**config.mk**
```make
export PLATFORM = sky130hd
export DESIGN_NAME = clu_div
export DESIGN_NICKNAME = d
export VERILOG_FILES = /design/src/rtl/core/clu_pkg.sv /design/src/rtl/core/clu_div.sv
export SDC_FILE = /design/constraint.sdc
export NUM_CORES = 1
export LEC_CHECK = 0
export ABC_AREA = 1
export CAP_MARGIN = 20
export CORE_MARGIN = 4
export CORE_UTILIZATION = 50
export DETAILED_ROUTE_END_ITERATION = 12
export DONT_BUFFER_PORTS = 1
export PLACE_DENSITY_LB_ADDON = 0.12
export SYNTH_ARGS = -nofsm -noshare
export SYNTH_HDL_FRONTEND = slang
export SYNTH_SLANG_ARGS = --single-unit
```
**constraint.sdc**
```tcl
create_clock -name clk_i -period 8.7 [get_ports clk_i]
set_input_delay 0.87 -clock clk_i [delete_from_list [all_inputs] [get_ports clk_i]]
set_output_delay 0.87 -clock clk_i [all_outputs]
set_load 0.01 [all_outputs]
```
**src/rtl/core/clu_pkg.sv**
```systemverilog
`timescale 1ns / 1ps
`default_nettype none

package clu_pkg;

  // Fixed field widths
  localparam int unsigned DATA_W = 32;
  localparam int unsigned IDX_W  = 3;
  localparam int unsigned CFG_W  = 4;
  localparam int unsigned PROD_W = 64;
  localparam int unsigned ACC_W  = 68;
  localparam int unsigned DIV_QW = 33;

  // Parameter defaults and register reset
  localparam int unsigned DEF_MAX_ORDER = 8;
  localparam int unsigned DEF_FRAC_BITS = 16;
  localparam logic [CFG_W-1:0] MSZ_RST  = 4'd8;

  localparam logic [DATA_W-1:0] S32_MAX = 32'h7FFF_FFFF;
  localparam logic [DATA_W-1:0] S32_MIN = 32'h8000_0000;

  // Clamp the wide accumulator to the signed 64-bit range
  function automatic logic [PROD_W-1:0] clamp64(input logic [ACC_W-1:0] a);
    logic [PROD_W-1:0] r;
    if ((&a[ACC_W-1:PROD_W-1]) || (~|a[ACC_W-1:PROD_W-1])) begin
      r = a[PROD_W-1:0];
    end else if (a[ACC_W-1]) begin
      r = {1'b1, {(PROD_W-1){1'b0}}};
    end else begin
      r = {1'b0, {(PROD_W-1){1'b1}}};
    end
    return r;
  endfunction

  // Saturate a signed 64-bit value to 32 bits
  function automatic logic [DATA_W-1:0] sat32(input logic [PROD_W-1:0] a);
    logic [DATA_W-1:0] r;
    if ((&a[PROD_W-1:DATA_W-1]) || (~|a[PROD_W-1:DATA_W-1])) begin
      r = a[DATA_W-1:0];
    end else if (a[PROD_W-1]) begin
      r = S32_MIN;
    end else begin
      r = S32_MAX;
    end
    return r;
  endfunction

endpackage

`default_nettype wire

```
**src/rtl/core/clu_div.sv**
```systemverilog
`timescale 1ns / 1ps
`default_nettype none

module clu_div (
  input  wire                        clk_i,
  input  wire                        rst_ni,
  input  wire                        start_i,
  input  wire [clu_pkg::PROD_W-1:0]  num_i,
  input  wire [clu_pkg::DATA_W-1:0]  den_i,
  output logic                       done_o,
  output logic [clu_pkg::DATA_W-1:0] quot_o
);
  import clu_pkg::*;

  localparam int unsigned CW = $clog2(DIV_QW);

  logic              run_q, done_q, neg_q, big_q;
  logic [CW-1:0]     cnt_q;
  logic [DIV_QW-1:0] rem_q, sh_q, q_q;
  logic [DATA_W-1:0] d_q;
  logic [PROD_W-1:0] nmag;
  logic [DATA_W-1:0] dmag;
  logic              big;
  logic [DIV_QW-1:0] trial;
  logic              ge;

  // Magnitudes and early overflow test
  assign nmag  = num_i[PROD_W-1] ? (~num_i + PROD_W'(1)) : num_i;
  assign dmag  = den_i[DATA_W-1] ? (~den_i + DATA_W'(1)) : den_i;
  assign big   = {1'b0, nmag} >= {dmag, {DIV_QW{1'b0}}};
  assign trial = {rem_q[DIV_QW-2:0], sh_q[DIV_QW-1]};
  assign ge    = trial >= {1'b0, d_q};

  // Restoring division, one quotient bit per cycle
  always_ff @(posedge clk_i or negedge rst_ni) begin
    if (!rst_ni) begin
      run_q  <= 1'b0;
      done_q <= 1'b0;
      cnt_q  <= '0;
    end else begin
      done_q <= 1'b0;
      if (start_i) begin
        run_q <= !big;
        done_q <= big;
        cnt_q <= CW'(DIV_QW - 1);
      end else if (run_q) begin
        cnt_q <= cnt_q - CW'(1);
        if (cnt_q == '0) begin
          run_q  <= 1'b0;
          done_q <= 1'b1;
        end
      end
    end
  end

  // Hold operands and quotient bits
  always_ff @(posedge clk_i) begin
    if (start_i) begin
      neg_q <= num_i[PROD_W-1] ^ den_i[DATA_W-1];
      big_q <= big;
      d_q   <= dmag;
      rem_q <= DIV_QW'(nmag[PROD_W-1:DIV_QW]);
      sh_q  <= nmag[DIV_QW-1:0];
      q_q   <= '0;
    end else if (run_q) begin
      rem_q <= ge ? (trial - {1'b0, d_q}) : trial;
      sh_q  <= {sh_q[DIV_QW-2:0], 1'b0};
      q_q   <= {q_q[DIV_QW-2:0], ge};
    end
  end

  // Apply sign and saturate
  always_comb begin
    if (neg_q) begin
      if (big_q || (q_q > {1'b0, S32_MIN})) begin
        quot_o = S32_MIN;
      end else begin
        quot_o = ~q_q[DATA_W-1:0] + DATA_W'(1);
      end
    end else begin
      if (big_q || (q_q > {1'b0, S32_MAX})) begin
        quot_o = S32_MAX;
      end else begin
        quot_o = q_q[DATA_W-1:0];
      end
    end
  end

  assign done_o = done_q;

endmodule

`default_nettype wire

```
==> load_flow_metrics.sql, run 1 <==
INSERT INTO impl_metrics (metric_group, metric, value, unit) VALUES
('status', 'status', 'finished, final reports clean', ''),
('synthesis', 'largest_family_of_logic_cells_by_synthesized_area', 'simple AND/OR/NAND/NOR gates', ''),
('power', 'power_density', '242.2', 'mW/mm2'),
('synthesis', 'synth-xor-area-share', '0.08097', ''),
('synthesis', 'synth-seq-area-share', '0.3047', ''),
('synthesis', 'number_of_warnings_issued_by_yosys', '0', ''),
('worst_setup_path', 'worst_r2r_path_depth', '12', ''),
('cts', 'post_cts_hold_buffer_count', '0', ''),
('die', 'placementRows', '57', ''),
('global_routing', 'gr-usage-met2', '0.4278', ''),
('global_routing', 'grt_max_degree', '99', ''),
('cts', 'tritoncts', 'yes', ''),
('sta', 'final-hold-violation-count', '0', ''),
('layout', 'area.sequential', '0.003824', 'mm2'),
('sta', 'timing.max_slew.rel_slack', '0.2931', ''),
('synthesis', 'synth_fp_nets', '1993', ''),
('synthesis', 'synthesis.area', '0.01255', 'mm2'),
('synthesis', 'postSynth.topFlopCell', 'sky130_fd_sc_hd__edfxtp_1', ''),
('worst_hold_path', 'hp-class', 'primary input to asynchronous set/reset pin', ''),
('worst_setup_path', 'critical_path.max_fanout', '4', ''),
('worst_setup_path', 'end_kind', 'flop', ''),
('routing', 'postRouteAntennaNets', '0', ''),
('synthesis', 'synthAdderAreaFrac', '0.07040', ''),
('power', 'switching_power', '1.420', 'mW'),
('routing', 'routed_wirelength', '40240', 'um'),
('routing', 'wl_per_cell', '18.84', 'um'),
('routing', 'dr.pass1.iters', '5', ''),
('synthesis', 'post_syn_instances', '1824', ''),
('synthesis', 'ys_seq_elements', '140', ''),
('layout', 'final_nets', '1968', ''),
('cts', 'cts_max_path_buffers', '2', ''),
('routing', 'dr_total_vias', '12100', ''),
('worst_setup_path', 'critPathKind', 'primary input to flop', ''),
('synthesis', 'synthMuxAreaShare', '0', ''),
('sta', 'finalSetupViolations', '0', ''),
('synthesis', 'yosys_cell_types', '48', ''),
('sta', 'maximum_clock_frequency', '259.2', 'MHz'),
('power', 'vdd_drop_max', '0.1687', 'mV'),
('cts', 'clock_transition_time_at_the_flip_flop_clock_pins_of_the_worst_setup_and_hold_paths', '0.07', 'ns'),
('worst_setup_path', 'timing.critical_path.from_type', 'primary input', ''),
('synthesis', 'yosys.cell_count.top_type', 'sky130_fd_sc_hd__nand2_1', ''),
('die', 'start_util', '0.5115', ''),
('synthesis', 'synth-edff-count', '98', ''),
('sta', 'final-max-slew-violation-count', '0', ''),
('sta', 'fin_crit_sh', '0.4434', ''),
('routing', 'detail_route.iter0.violations', '1065', ''),
('cts', 'post-cts-setup-buffer-count', '0', ''),
('cts', 'clockRootBuffer', 'sky130_fd_sc_hd__clkbuf_16', ''),
('routing', 'drc', '0', ''),
('cts', 'worst_skew_pair.late_latency', '0.43', 'ns'),
('place', 'place_congestion', '1.005', ''),
('power', 'power_frac_clock', '0.223', ''),
('die', 'num_io_pins', '132', ''),
('global_routing', 'use_met1', '0.4052', ''),
('synthesis', 'synthesis.area_per_instance', '6.880', 'um2'),
('place', 'placement.io_buffers', '0', ''),
('sta', 'worst-slew-pin-transition', '1.059', 'ns'),
('layout', 'post_route_cells_drive_above_1_share', '0.03974', ''),
('place', 'dp_hpwl', '32160', 'um'),
('synthesis', 'synth_top_cells_by_area', 'sky130_fd_sc_hd__edfxtp_1 (23%), sky130_fd_sc_hd__nand2_1 (13%), sky130_fd_sc_hd__inv_1 (7.8%)', ''),
('global_routing', 'grt_use_total', '0.2839', ''),
('layout', 'fillers', '2463', ''),
('cts', 'post_cts_resized', '0', ''),
('layout', 'antenna_cells', '0', ''),
('cts', 'cts_max_level', '4', ''),
('job', 'drv.max_cap_violation_count', '0', ''),
('synthesis', 'async_set_or_reset_flop_fraction_in_the_synthesized_netlist', '0.05714', ''),
('power', 'power_switching_share', '0.4388', ''),
('global_routing', 'grt_antenna_before_repair', '1', ''),
('die', 'chipHeight', '166.4', 'um'),
('sta', 'setup_ws', '4.843', 'ns');
## state kept, by name, indices dropped and copies added, names as in the netlist
| register | cells |
|---|---|
| big_q | 1 |
| cnt_q | 6 |
| d_q | 32 |
| done_o | 1 |
| neg_q | 1 |
| q_q | 33 |
| rem_q | 32 |
| run_q | 1 |
| sh_q | 33 |
## cells by family after synthesis
logic type / Yosys count
AND/OR/NAND/NOR: 902
buffers and inverters: 313
adder cells (fa/ha/maj): 70
AO/OA/AOI/OAI: 283
XOR/XNOR: 116
flip-flops: 140
## cell type report
type	count	share of cell area
Clock inverter	14	0.01114
Inverter	265	0.07454
Tap cell	324	0.03034
Clock buffer	18	0.03287
Sequential cell	140	0.2862
Timing Repair Buffer	4	0.002247
Multi-Input combinational cell	1371	0.5627
## how the worst max path moves through the flow
stage,from,endpoint,slack (ns),cells after the start
6_report,num_i[25],big_q$_DFFE_PP_,4.84,17
5_1_grt,den_i[2],done_o$_DFF_PN0_,4.54,21
4_1_cts,q_q[0]$_SDFFE_PP0P_,quot_o[26],4.89,13
3_5_place_dp,num_i[25],big_q$_DFFE_PP_,4.44,17
3_3_place_gp,num_i[25],big_q$_DFFE_PP_,4.38,17
2_1_floorplan,start_i,rem_q[0]$_DFFE_PP_,4.95,4
## worst max-delay path, delay by kind of cell
family	cells	cell delay [ns]
compound gates	3	0.86
buf+inv	1	0.08
fa+ha+maj	1	0.35
simple gates	11	1.45
xor+xnor	1	0.41
## cells in the final DEF, fill, tap and decap left out, drive strengths merged, types with 32 or more instances in the layout
cell / n
nand2: 439
dfxtp: 34
o22ai: 33
inv: 273
nor3: 42
nor2: 197
edfxtp: 98
nand3: 124
nand3b: 42
o21ai: 126
ha: 69
a21oi: 72
xor2: 90
nand4: 32
## metal layers
layer / up-vias / part of all wire
met4: 0 / 0.023
met3: 63 / 0.095
li1: 6008 / -
met2: 494 / 0.43
met1: 5531 / 0.45
met5: - / 0
## power by group through the flow
stage          clock network [mW]  logic (mW)  registers [mW]
3_5_place_dp                    0        1.55           0.952
6_report                    0.723        1.57           0.940
5_1_grt                     0.762        1.77           0.952
4_1_cts                     0.733        1.56           0.938
2_1_floorplan                   0        1.21           0.928
3_3_place_gp                    0        1.54           0.946
## per-stage QoR
stage	hold slack (ns)	instances	total power, mW	util
global placement	0.4982	2104	2.483	0.5207
global route	0.1130	2136	3.482	0.5446
detailed placement	0.5022	2104	2.498	0.5207
finish	0.1356	2136	3.236	0.5446
floorplan	0.4586	1824	2.142	-
CTS	0.1123	2136	3.227	0.5446
Power figures use the tool's default switching activity.
==> run 2, diff against run 1 <==
Clock period 8.7 ns to 4 ns, I/O delays scaled along.
==> load_flow_metrics.sql, run 2 (synthesized netlist as in run 1, its figures left out) <==
INSERT INTO impl_metrics (metric_group, metric, value, unit) VALUES
('status', 'status', 'finished, final reports clean', ''),
('sta', 'fin_tns_setup', '0', 'ns'),
('worst_setup_path', 'cells_along_the_critical_path', 'inv_1 -> nand2_1 -> nor2_1 -> nand2_1 -> nor2_1 -> nand3_1 -> o21ai_0 -> nand2_1 -> xor2_1 -> ha_1 -> nand2_1 -> nor3_1 -> nand3_1 -> nor2_1 -> nand3_1 -> nor2_1 -> nand2_1 -> nor2_1 -> nand3_1 -> o21bai_2 -> nand2_1 -> nand2_1', ''),
('global_routing', 'grt_antenna_before_repair', '0', ''),
('worst_setup_path', 'critical_path.max_fanout', '4', ''),
('routing', 'routed_via_density', '5.645', ''),
('power', 'combPwrFrac', '0.486', ''),
('die', 'num_io_pins', '132', ''),
('layout', 'fillers', '2474', ''),
('power', 'power.static_leakage', '6.170', 'nW'),
('layout', 'antenna_cells', '0', ''),
('layout', 'area_growth_syn_to_layout', '6.880', '%'),
('job', 'drv.max_cap_violation_count', '0', ''),
('power', 'internal_power', '3.988', 'mW'),
('die', 'die_outline_area', '0.02770', 'mm2'),
('place', 'place_congestion', '1.004', ''),
('sta', 'finalSetupViolations', '0', ''),
('sta', 'rsz0062_at_grt', 'false', ''),
('die', 'placementRows', '57', ''),
('worst_setup_path', 'crit_path_max_incr_delay', '0.45', 'ns'),
('sta', 'timing.final.crit_period', '3.448', 'ns'),
('global_routing', 'number_of_global_route_vias_before_repair', '11540', ''),
('place', 'dpl_cell_area', '0.01282', 'mm2'),
('routing', 'wl_per_cell', '18.42', 'um'),
('global_routing', 'global_route_wire_length_before_repair', '62580', 'um'),
('layout', 'final_nets', '1975', ''),
('global_routing', 'grt_max_degree', '99', ''),
('power', 'switching_power', '3.034', 'mW'),
('routing', 'routed_wirelength', '39470', 'um'),
('cts', 'clockRootBuffer', 'sky130_fd_sc_hd__clkbuf_16', ''),
('sta', 'fin_crit_sh', '0.8621', ''),
('cts', 'post-cts-setup-buffer-count', '0', ''),
('worst_setup_path', 'end_kind', 'flop', ''),
('cts', 'worst_skew_pair.late_latency', '0.43', 'ns'),
('layout', 'post_route_cells_drive_above_1_share', '0.04288', ''),
('power', 'power_switching_share', '0.4321', ''),
('cts', 'numCtsBuffers', '17', ''),
('sta', 'timing.max_slew.rel_slack', '0.2865', ''),
('routing', 'detail_route.iter0.violations', '1153', ''),
('worst_setup_path', 'critPathKind', 'primary input to flop', ''),
('worst_setup_path', 'cp_common_cell', 'sky130_fd_sc_hd__nand2_1', ''),
('worst_setup_path', 'cpMaxStageDelayCell', 'sky130_fd_sc_hd__o21ai_0', ''),
('sta', 'final-hold-violation-count', '0', ''),
('layout', 'layout.cells.most_common_list', 'sky130_fd_sc_hd__nand2_1 (434), sky130_fd_sc_hd__inv_1 (262), sky130_fd_sc_hd__nor2_1 (190), sky130_fd_sc_hd__nand3_1 (123), sky130_fd_sc_hd__o21ai_0 (100)', ''),
('sta', 'maximum_clock_frequency', '290.0', 'MHz'),
('cts', 'cts.sinks', '140', ''),
('place', 'dp_cells', '2110', ''),
('power', 'vdd_drop_max', '0.2682', 'mV'),
('power', 'seqPwrFrac', '0.291', ''),
('cts', 'clock_transition_time_at_the_flip_flop_clock_pins_of_the_worst_setup_and_hold_paths', '0.07', 'ns'),
('place', 'dp_hpwl', '31600', 'um'),
('worst_setup_path', 'cp_data_required_time', '4.36', 'ns'),
('layout', 'top_regs', 'q_q (33), sh_q (33)', ''),
('routing', 'dr_total_vias', '12100', ''),
('cts', 'cts_max_level', '4', ''),
('layout', 'final_cell_area', '0.01341', 'mm2'),
('worst_hold_path', 'hp-class', 'primary input to flop', ''),
('die', 'chipHeight', '166.4', 'um'),
('sta', 'final-max-slew-violation-count', '0', ''),
('worst_setup_path', 'timing.critical_path.from_type', 'primary input', ''),
('die', 'die_x', '166.4', 'um'),
('sta', 'worst-slew-pin-transition', '1.069', 'ns'),
('die', 'start_util', '0.5115', ''),
('routing', 'drc', '0', ''),
('power', 'power_density', '523.5', 'mW/mm2'),
('cts', 'tritoncts', 'yes', ''),
('layout', 'final_common_cell', 'sky130_fd_sc_hd__nand2_1', ''),
('routing', 'postRouteAntennaNets', '0', ''),
('worst_setup_path', 'cp.arrival', '3.81', 'ns'),
('sta', 'clock_skew', '0.01975', 'ns'),
('global_routing', 'grt.overflow.total', '0', ''),
('layout', 'finish.cell_count_without_fillers', '2143', ''),
('place', 'placement.io_buffers', '0', ''),
('die', 'core', '0.02453', 'mm2'),
('routing', 'dr.pass1.iters', '5', ''),
('global_routing', 'grt_use_total', '0.2790', ''),
('power', 'power_frac_clock', '0.224', ''),
('cts', 'cts_max_path_buffers', '2', ''),
('power', 'power', '7.022', 'mW');
run 2: worst max-delay path, delay by kind of cell:
family                     cells  cell delay (ns)
AOI/OAI and AO/OA              2             0.63
xor gates and xnor gates       1             0.22
adders and majority gates      1             0.31
buffers and inverters          1             0.07
and+or+nand+nor               17             2.16
run 2: final timing paths:
path | start | endpoint | slack (ns) | depth (start not counted)
worst max-delay path | num_i[25] | done_o$_DFF_PN0_ | 0.55 | 22
max in group asynchronous | rst_ni | run_q$_DFF_PN0_ | 3.40 | 1
worst max register to register | rem_q[23]$_DFFE_PP_ | rem_q[27]$_DFFE_PP_ | 0.89 | 12
min in group asynchronous | rst_ni | cnt_q[5]$_DFFE_PN0P_ | 0.33 | 1
worst min-delay path | den_i[0] | d_q[0]$_DFFE_PP_ | 0.06 | 0
worst min register to register | cnt_q[5]$_DFFE_PN0P_ | cnt_q[5]$_DFFE_PN0P_ | 0.52 | 1
run 2: through the flow:
step	worst slack, ns	hold slack [ns]	utilization
2_1_floorplan	0.7186	0.1044	-
3_3_place_gp	0.1462	0.1049	0.5225
3_5_place_dp	0.1991	0.1048	0.5225
4_1_cts	0.6496	0.04671	0.5467
5_1_grt	0.3110	0.03989	0.5467
6_report	0.5516	0.06405	0.5467
run 2: area by class of cell:
cell class                 count  area [um2]  share of cell area
multi-input combinational   1371        7518              0.5606
sequential                   140        3824              0.2851
inverter                     265       996.0             0.07426
clock buffer                  19       464.2             0.03461
tap                          324       405.4             0.03023
clock inverter                13       118.9            0.008863
timing repair buffer          11       85.08            0.006344
run 2: what timing repair did:
item                                   CTS  global route
endpoints found under the hold margin    8             0
gates resized for setup                  0             0
hold buffers                             1             0
run 2: power by group through the flow:
stage / logic [mW] / registers [mW] / clock network, mW
3_3_place_gp: 3.34 / 2.06 / 0
5_1_grt: 3.84 / 2.07 / 1.66
2_1_floorplan: 2.64 / 2.02 / 0
6_report: 3.41 / 2.04 / 1.57
3_5_place_dp: 3.37 / 2.06 / 0
4_1_cts: 3.39 / 2.04 / 1.59
run 2: per-layer routing:
metal	up-vias	global-route usage	part of all wire
li1	6028	-	-
met1	5549	0.4041	0.46
met2	468	0.4269	0.43
met3	52	0.06281	0.088
met4	0	0.06510	0.017
met5	-	0	0
==> run 3, diff against run 2 <==
Settings changed: CORE_MARGIN 4 to not set, PLACE_DENSITY set to 0.73, PLACE_DENSITY_LB_ADDON 0.12 to not set.
==> load_flow_metrics.sql, run 3 (synthesized netlist as in run 1, its figures left out) <==
INSERT INTO impl_metrics (metric_group, metric, value, unit) VALUES
('power', 'power_density', '528.6', 'mW/mm2'),
('cts', 'cts.sinks', '140', ''),
('die', 'placementRows', '57', ''),
('power', 'internal_power', '4.022', 'mW'),
('worst_setup_path', 'cp_common_cell', 'sky130_fd_sc_hd__nor2_4', ''),
('place', 'place_congestion', '0.9995', ''),
('power', 'switching_power', '3.100', 'mW'),
('global_routing', 'number_of_global_route_vias_before_repair', '11680', ''),
('die', 'core', '0.02446', 'mm2'),
('sta', 'final-max-slew-violation-count', '0', ''),
('cts', 'clock_transition_time_at_the_flip_flop_clock_pins_of_the_worst_setup_and_hold_paths', '0.07', 'ns'),
('status', 'status', 'finished, final reports clean', ''),
('routing', 'detail_route.iter0.violations', '1186', ''),
('worst_setup_path', 'cp_data_required_time', '3.60', 'ns'),
('cts', 'cts_max_level', '4', ''),
('die', 'chipHeight', '160.4', 'um'),
('worst_setup_path', 'crit_path_max_incr_delay', '0.46', 'ns'),
('power', 'power', '7.122', 'mW'),
('die', 'die_x', '160.4', 'um'),
('routing', 'dr_total_vias', '12250', ''),
('place', 'dpl_cell_area', '0.01286', 'mm2'),
('routing', 'postRouteAntennaNets', '0', ''),
('global_routing', 'grt_antenna_before_repair', '0', ''),
('layout', 'post_route_cells_drive_above_1_share', '0.04498', ''),
('cts', 'tritoncts', 'yes', ''),
('sta', 'finalSetupViolations', '0', ''),
('routing', 'drc', '0', ''),
('die', 'num_io_pins', '132', ''),
('cts', 'clockRootBuffer', 'sky130_fd_sc_hd__clkbuf_16', ''),
('die', 'die_outline_area', '0.02573', 'mm2'),
('layout', 'layout.cells.most_common_list', 'sky130_fd_sc_hd__nand2_1 (434), sky130_fd_sc_hd__inv_1 (262), sky130_fd_sc_hd__nor2_1 (190), sky130_fd_sc_hd__nand3_1 (123), sky130_fd_sc_hd__o21ai_0 (100)', ''),
('sta', 'fin_crit_sh', '0.8331', ''),
('global_routing', 'grt_use_total', '0.3062', ''),
('place', 'placement.io_buffers', '0', ''),
('sta', 'fin_tns_setup', '0', 'ns'),
('layout', 'final_nets', '1979', ''),
('worst_setup_path', 'timing.critical_path.from_type', 'flop', ''),
('place', 'detailedPlace.worstSlack', '0.2769', 'ns'),
('routing', 'routed_wirelength', '39450', 'um'),
('die', 'start_util', '0.5130', ''),
('worst_setup_path', 'cpMaxStageDelayCell', 'sky130_fd_sc_hd__o21ai_0', ''),
('routing', 'wl_per_cell', '18.38', 'um'),
('worst_setup_path', 'end_kind', 'primary output', ''),
('cts', 'numCtsBuffers', '17', ''),
('layout', 'antenna_cells', '0', ''),
('power', 'power_frac_clock', '0.225', ''),
('worst_setup_path', 'critical_path.max_fanout', '23', ''),
('sta', 'clock_skew', '0.01382', 'ns'),
('cts', 'post_cts_resized', '0', ''),
('place', 'dp_hpwl', '31580', 'um'),
('power', 'power_switching_share', '0.4353', ''),
('sta', 'rsz0062_at_grt', 'false', ''),
('layout', 'final_cell_area', '0.01347', 'mm2'),
('sta', 'worst-slew-pin-transition', '1.056', 'ns'),
('power', 'combPwrFrac', '0.490', ''),
('cts', 'cts_max_path_buffers', '2', ''),
('sta', 'final-hold-violation-count', '0', ''),
('layout', 'top_regs', 'q_q (33), sh_q (33)', ''),
('worst_setup_path', 'cp.arrival', '2.93', 'ns'),
('power', 'vdd_drop_max', '0.2942', 'mV'),
('sta', 'timing.final.crit_period', '3.332', 'ns'),
('sta', 'setup_ws', '0.6676', 'ns'),
('global_routing', 'global_route_wire_length_before_repair', '61860', 'um'),
('sta', 'timing.max_slew.rel_slack', '0.2955', ''),
('layout', 'area_growth_syn_to_layout', '7.368', '%'),
('routing', 'routed-wl-met3', '3340', 'um'),
('power', 'power.static_leakage', '6.189', 'nW'),
('global_routing', 'grt.overflow.total', '0', ''),
('routing', 'route.met2.wl', '17820', 'um'),
('routing', 'dr.pass1.iters', '8', ''),
('sta', 'finalHoldWorstSlack', '0.07053', 'ns'),
('routing', 'top_layer_used', 'met4', ''),
('cts', 'worst_skew_pair.late_latency', '0.42', 'ns'),
('layout', 'final_common_cell', 'sky130_fd_sc_hd__nand2_1', ''),
('worst_hold_path', 'hp-class', 'primary input to flop', ''),
('sta', 'maximum_clock_frequency', '300.1', 'MHz'),
('power', 'seqPwrFrac', '0.286', ''),
('routing', 'detail_route.wirelength.met1', '17210', 'um'),
('worst_setup_path', 'cells_along_the_critical_path', 'inv_1 -> ha_1 -> inv_1 -> nor3_4 -> inv_2 -> nor2_4 -> nand4_4 -> nor2_4 -> nand2_2 -> o21a_1 -> nor2_4 -> nand2_4 -> o21ai_0', ''),
('job', 'drv.max_cap_violation_count', '0', ''),
('routing', 'routed_via_density', '5.706', ''),
('global_routing', 'grt_max_degree', '99', ''),
('worst_setup_path', 'critPathKind', 'flop to primary output', '');
-- run 3: cell count changes in the layout (fill, tap and decap cells not counted) --
| cell | before | now |
|---|---|---|
| sky130_fd_sc_hd__clkinv_8 | 0 | 3 |
| sky130_fd_sc_hd__clkbuf_16 | 18 | 17 |
| sky130_fd_sc_hd__bufinv_16 | 0 | 1 |
| sky130_fd_sc_hd__buf_4 | 10 | 13 |
| sky130_fd_sc_hd__clkbuf_8 | 1 | 0 |
| sky130_fd_sc_hd__buf_12 | 0 | 1 |
| sky130_fd_sc_hd__clkinv_4 | 3 | 2 |
| sky130_fd_sc_hd__clkinv_2 | 2 | 1 |
| sky130_fd_sc_hd__inv_8 | 4 | 2 |
| sky130_fd_sc_hd__clkinvlp_4 | 1 | 3 |
-- run 3: path summary, 6_finish.rpt --
path	depth (start not counted)	slack (ns)	from	endpoint
setup / recovery	13	0.67	q_q[0]$_SDFFE_PP0P_	quot_o[26]
hold / removal	0	0.07	den_i[0]	d_q[0]$_DFFE_PP_
setup reg to reg	13	0.77	rem_q[26]$_DFFE_PP_	rem_q[12]$_DFFE_PP_
hold reg to reg	1	0.50	cnt_q[5]$_DFFE_PN0P_	cnt_q[5]$_DFFE_PN0P_
max in group asynchronous	1	3.40	rst_ni	run_q$_DFF_PN0_
min in group asynchronous	1	0.33	rst_ni	cnt_q[1]$_DFFE_PN0P_
-- run 3: worst max-delay path, delay by kind of cell (launching register included) --
family                   cells  cell delay [ns]
flip-flops                   1             0.31
AND/OR/NAND/NOR              7             1.07
adder cells (fa/ha/maj)      1             0.17
buffers and inverters        3             0.30
AO/OA/AOI/OAI                2             0.66
-- run 3: per-stage QoR --
stage               cells    util
detailed placement   2114  0.5258
global route         2147  0.5508
CTS                  2147  0.5508
finish               2147  0.5508
floorplan            1824       -
global placement     2114  0.5258
-- run 3: what timing repair did --
action                                 4_1_cts  5_1_grt
setup buffers                                0        0
hold buffers                                 1        0
endpoints found under the hold margin        8        0
-- run 3: layout make-up --
class                   count  area (um2)
inverters                 265       996.0
fillers                  2394       10990
multi-input cells        1371        7518
clock inverters            15       176.4
flip-flops and latches    140        3824
clock buffers              17       425.4
well taps                 324       405.4
repair buffers             15       127.6
-- run 3: layer usage --
layer,vias up,GRT usage
li1,6022,-
met1,5595,0.4119
met2,562,0.4982
met3,71,0.05346
met4,0,0.09827
met5,-,0
-- run 3: power by group through the flow --
stage | registers (mW) | logic, mW | clock network [mW]
3_5_place_dp | 2.06 | 3.39 | 0
2_1_floorplan | 2.02 | 2.64 | 0
6_report | 2.03 | 3.49 | 1.60
3_3_place_gp | 2.05 | 3.37 | 0
4_1_cts | 2.03 | 3.42 | 1.61
5_1_grt | 2.06 | 3.86 | 1.66
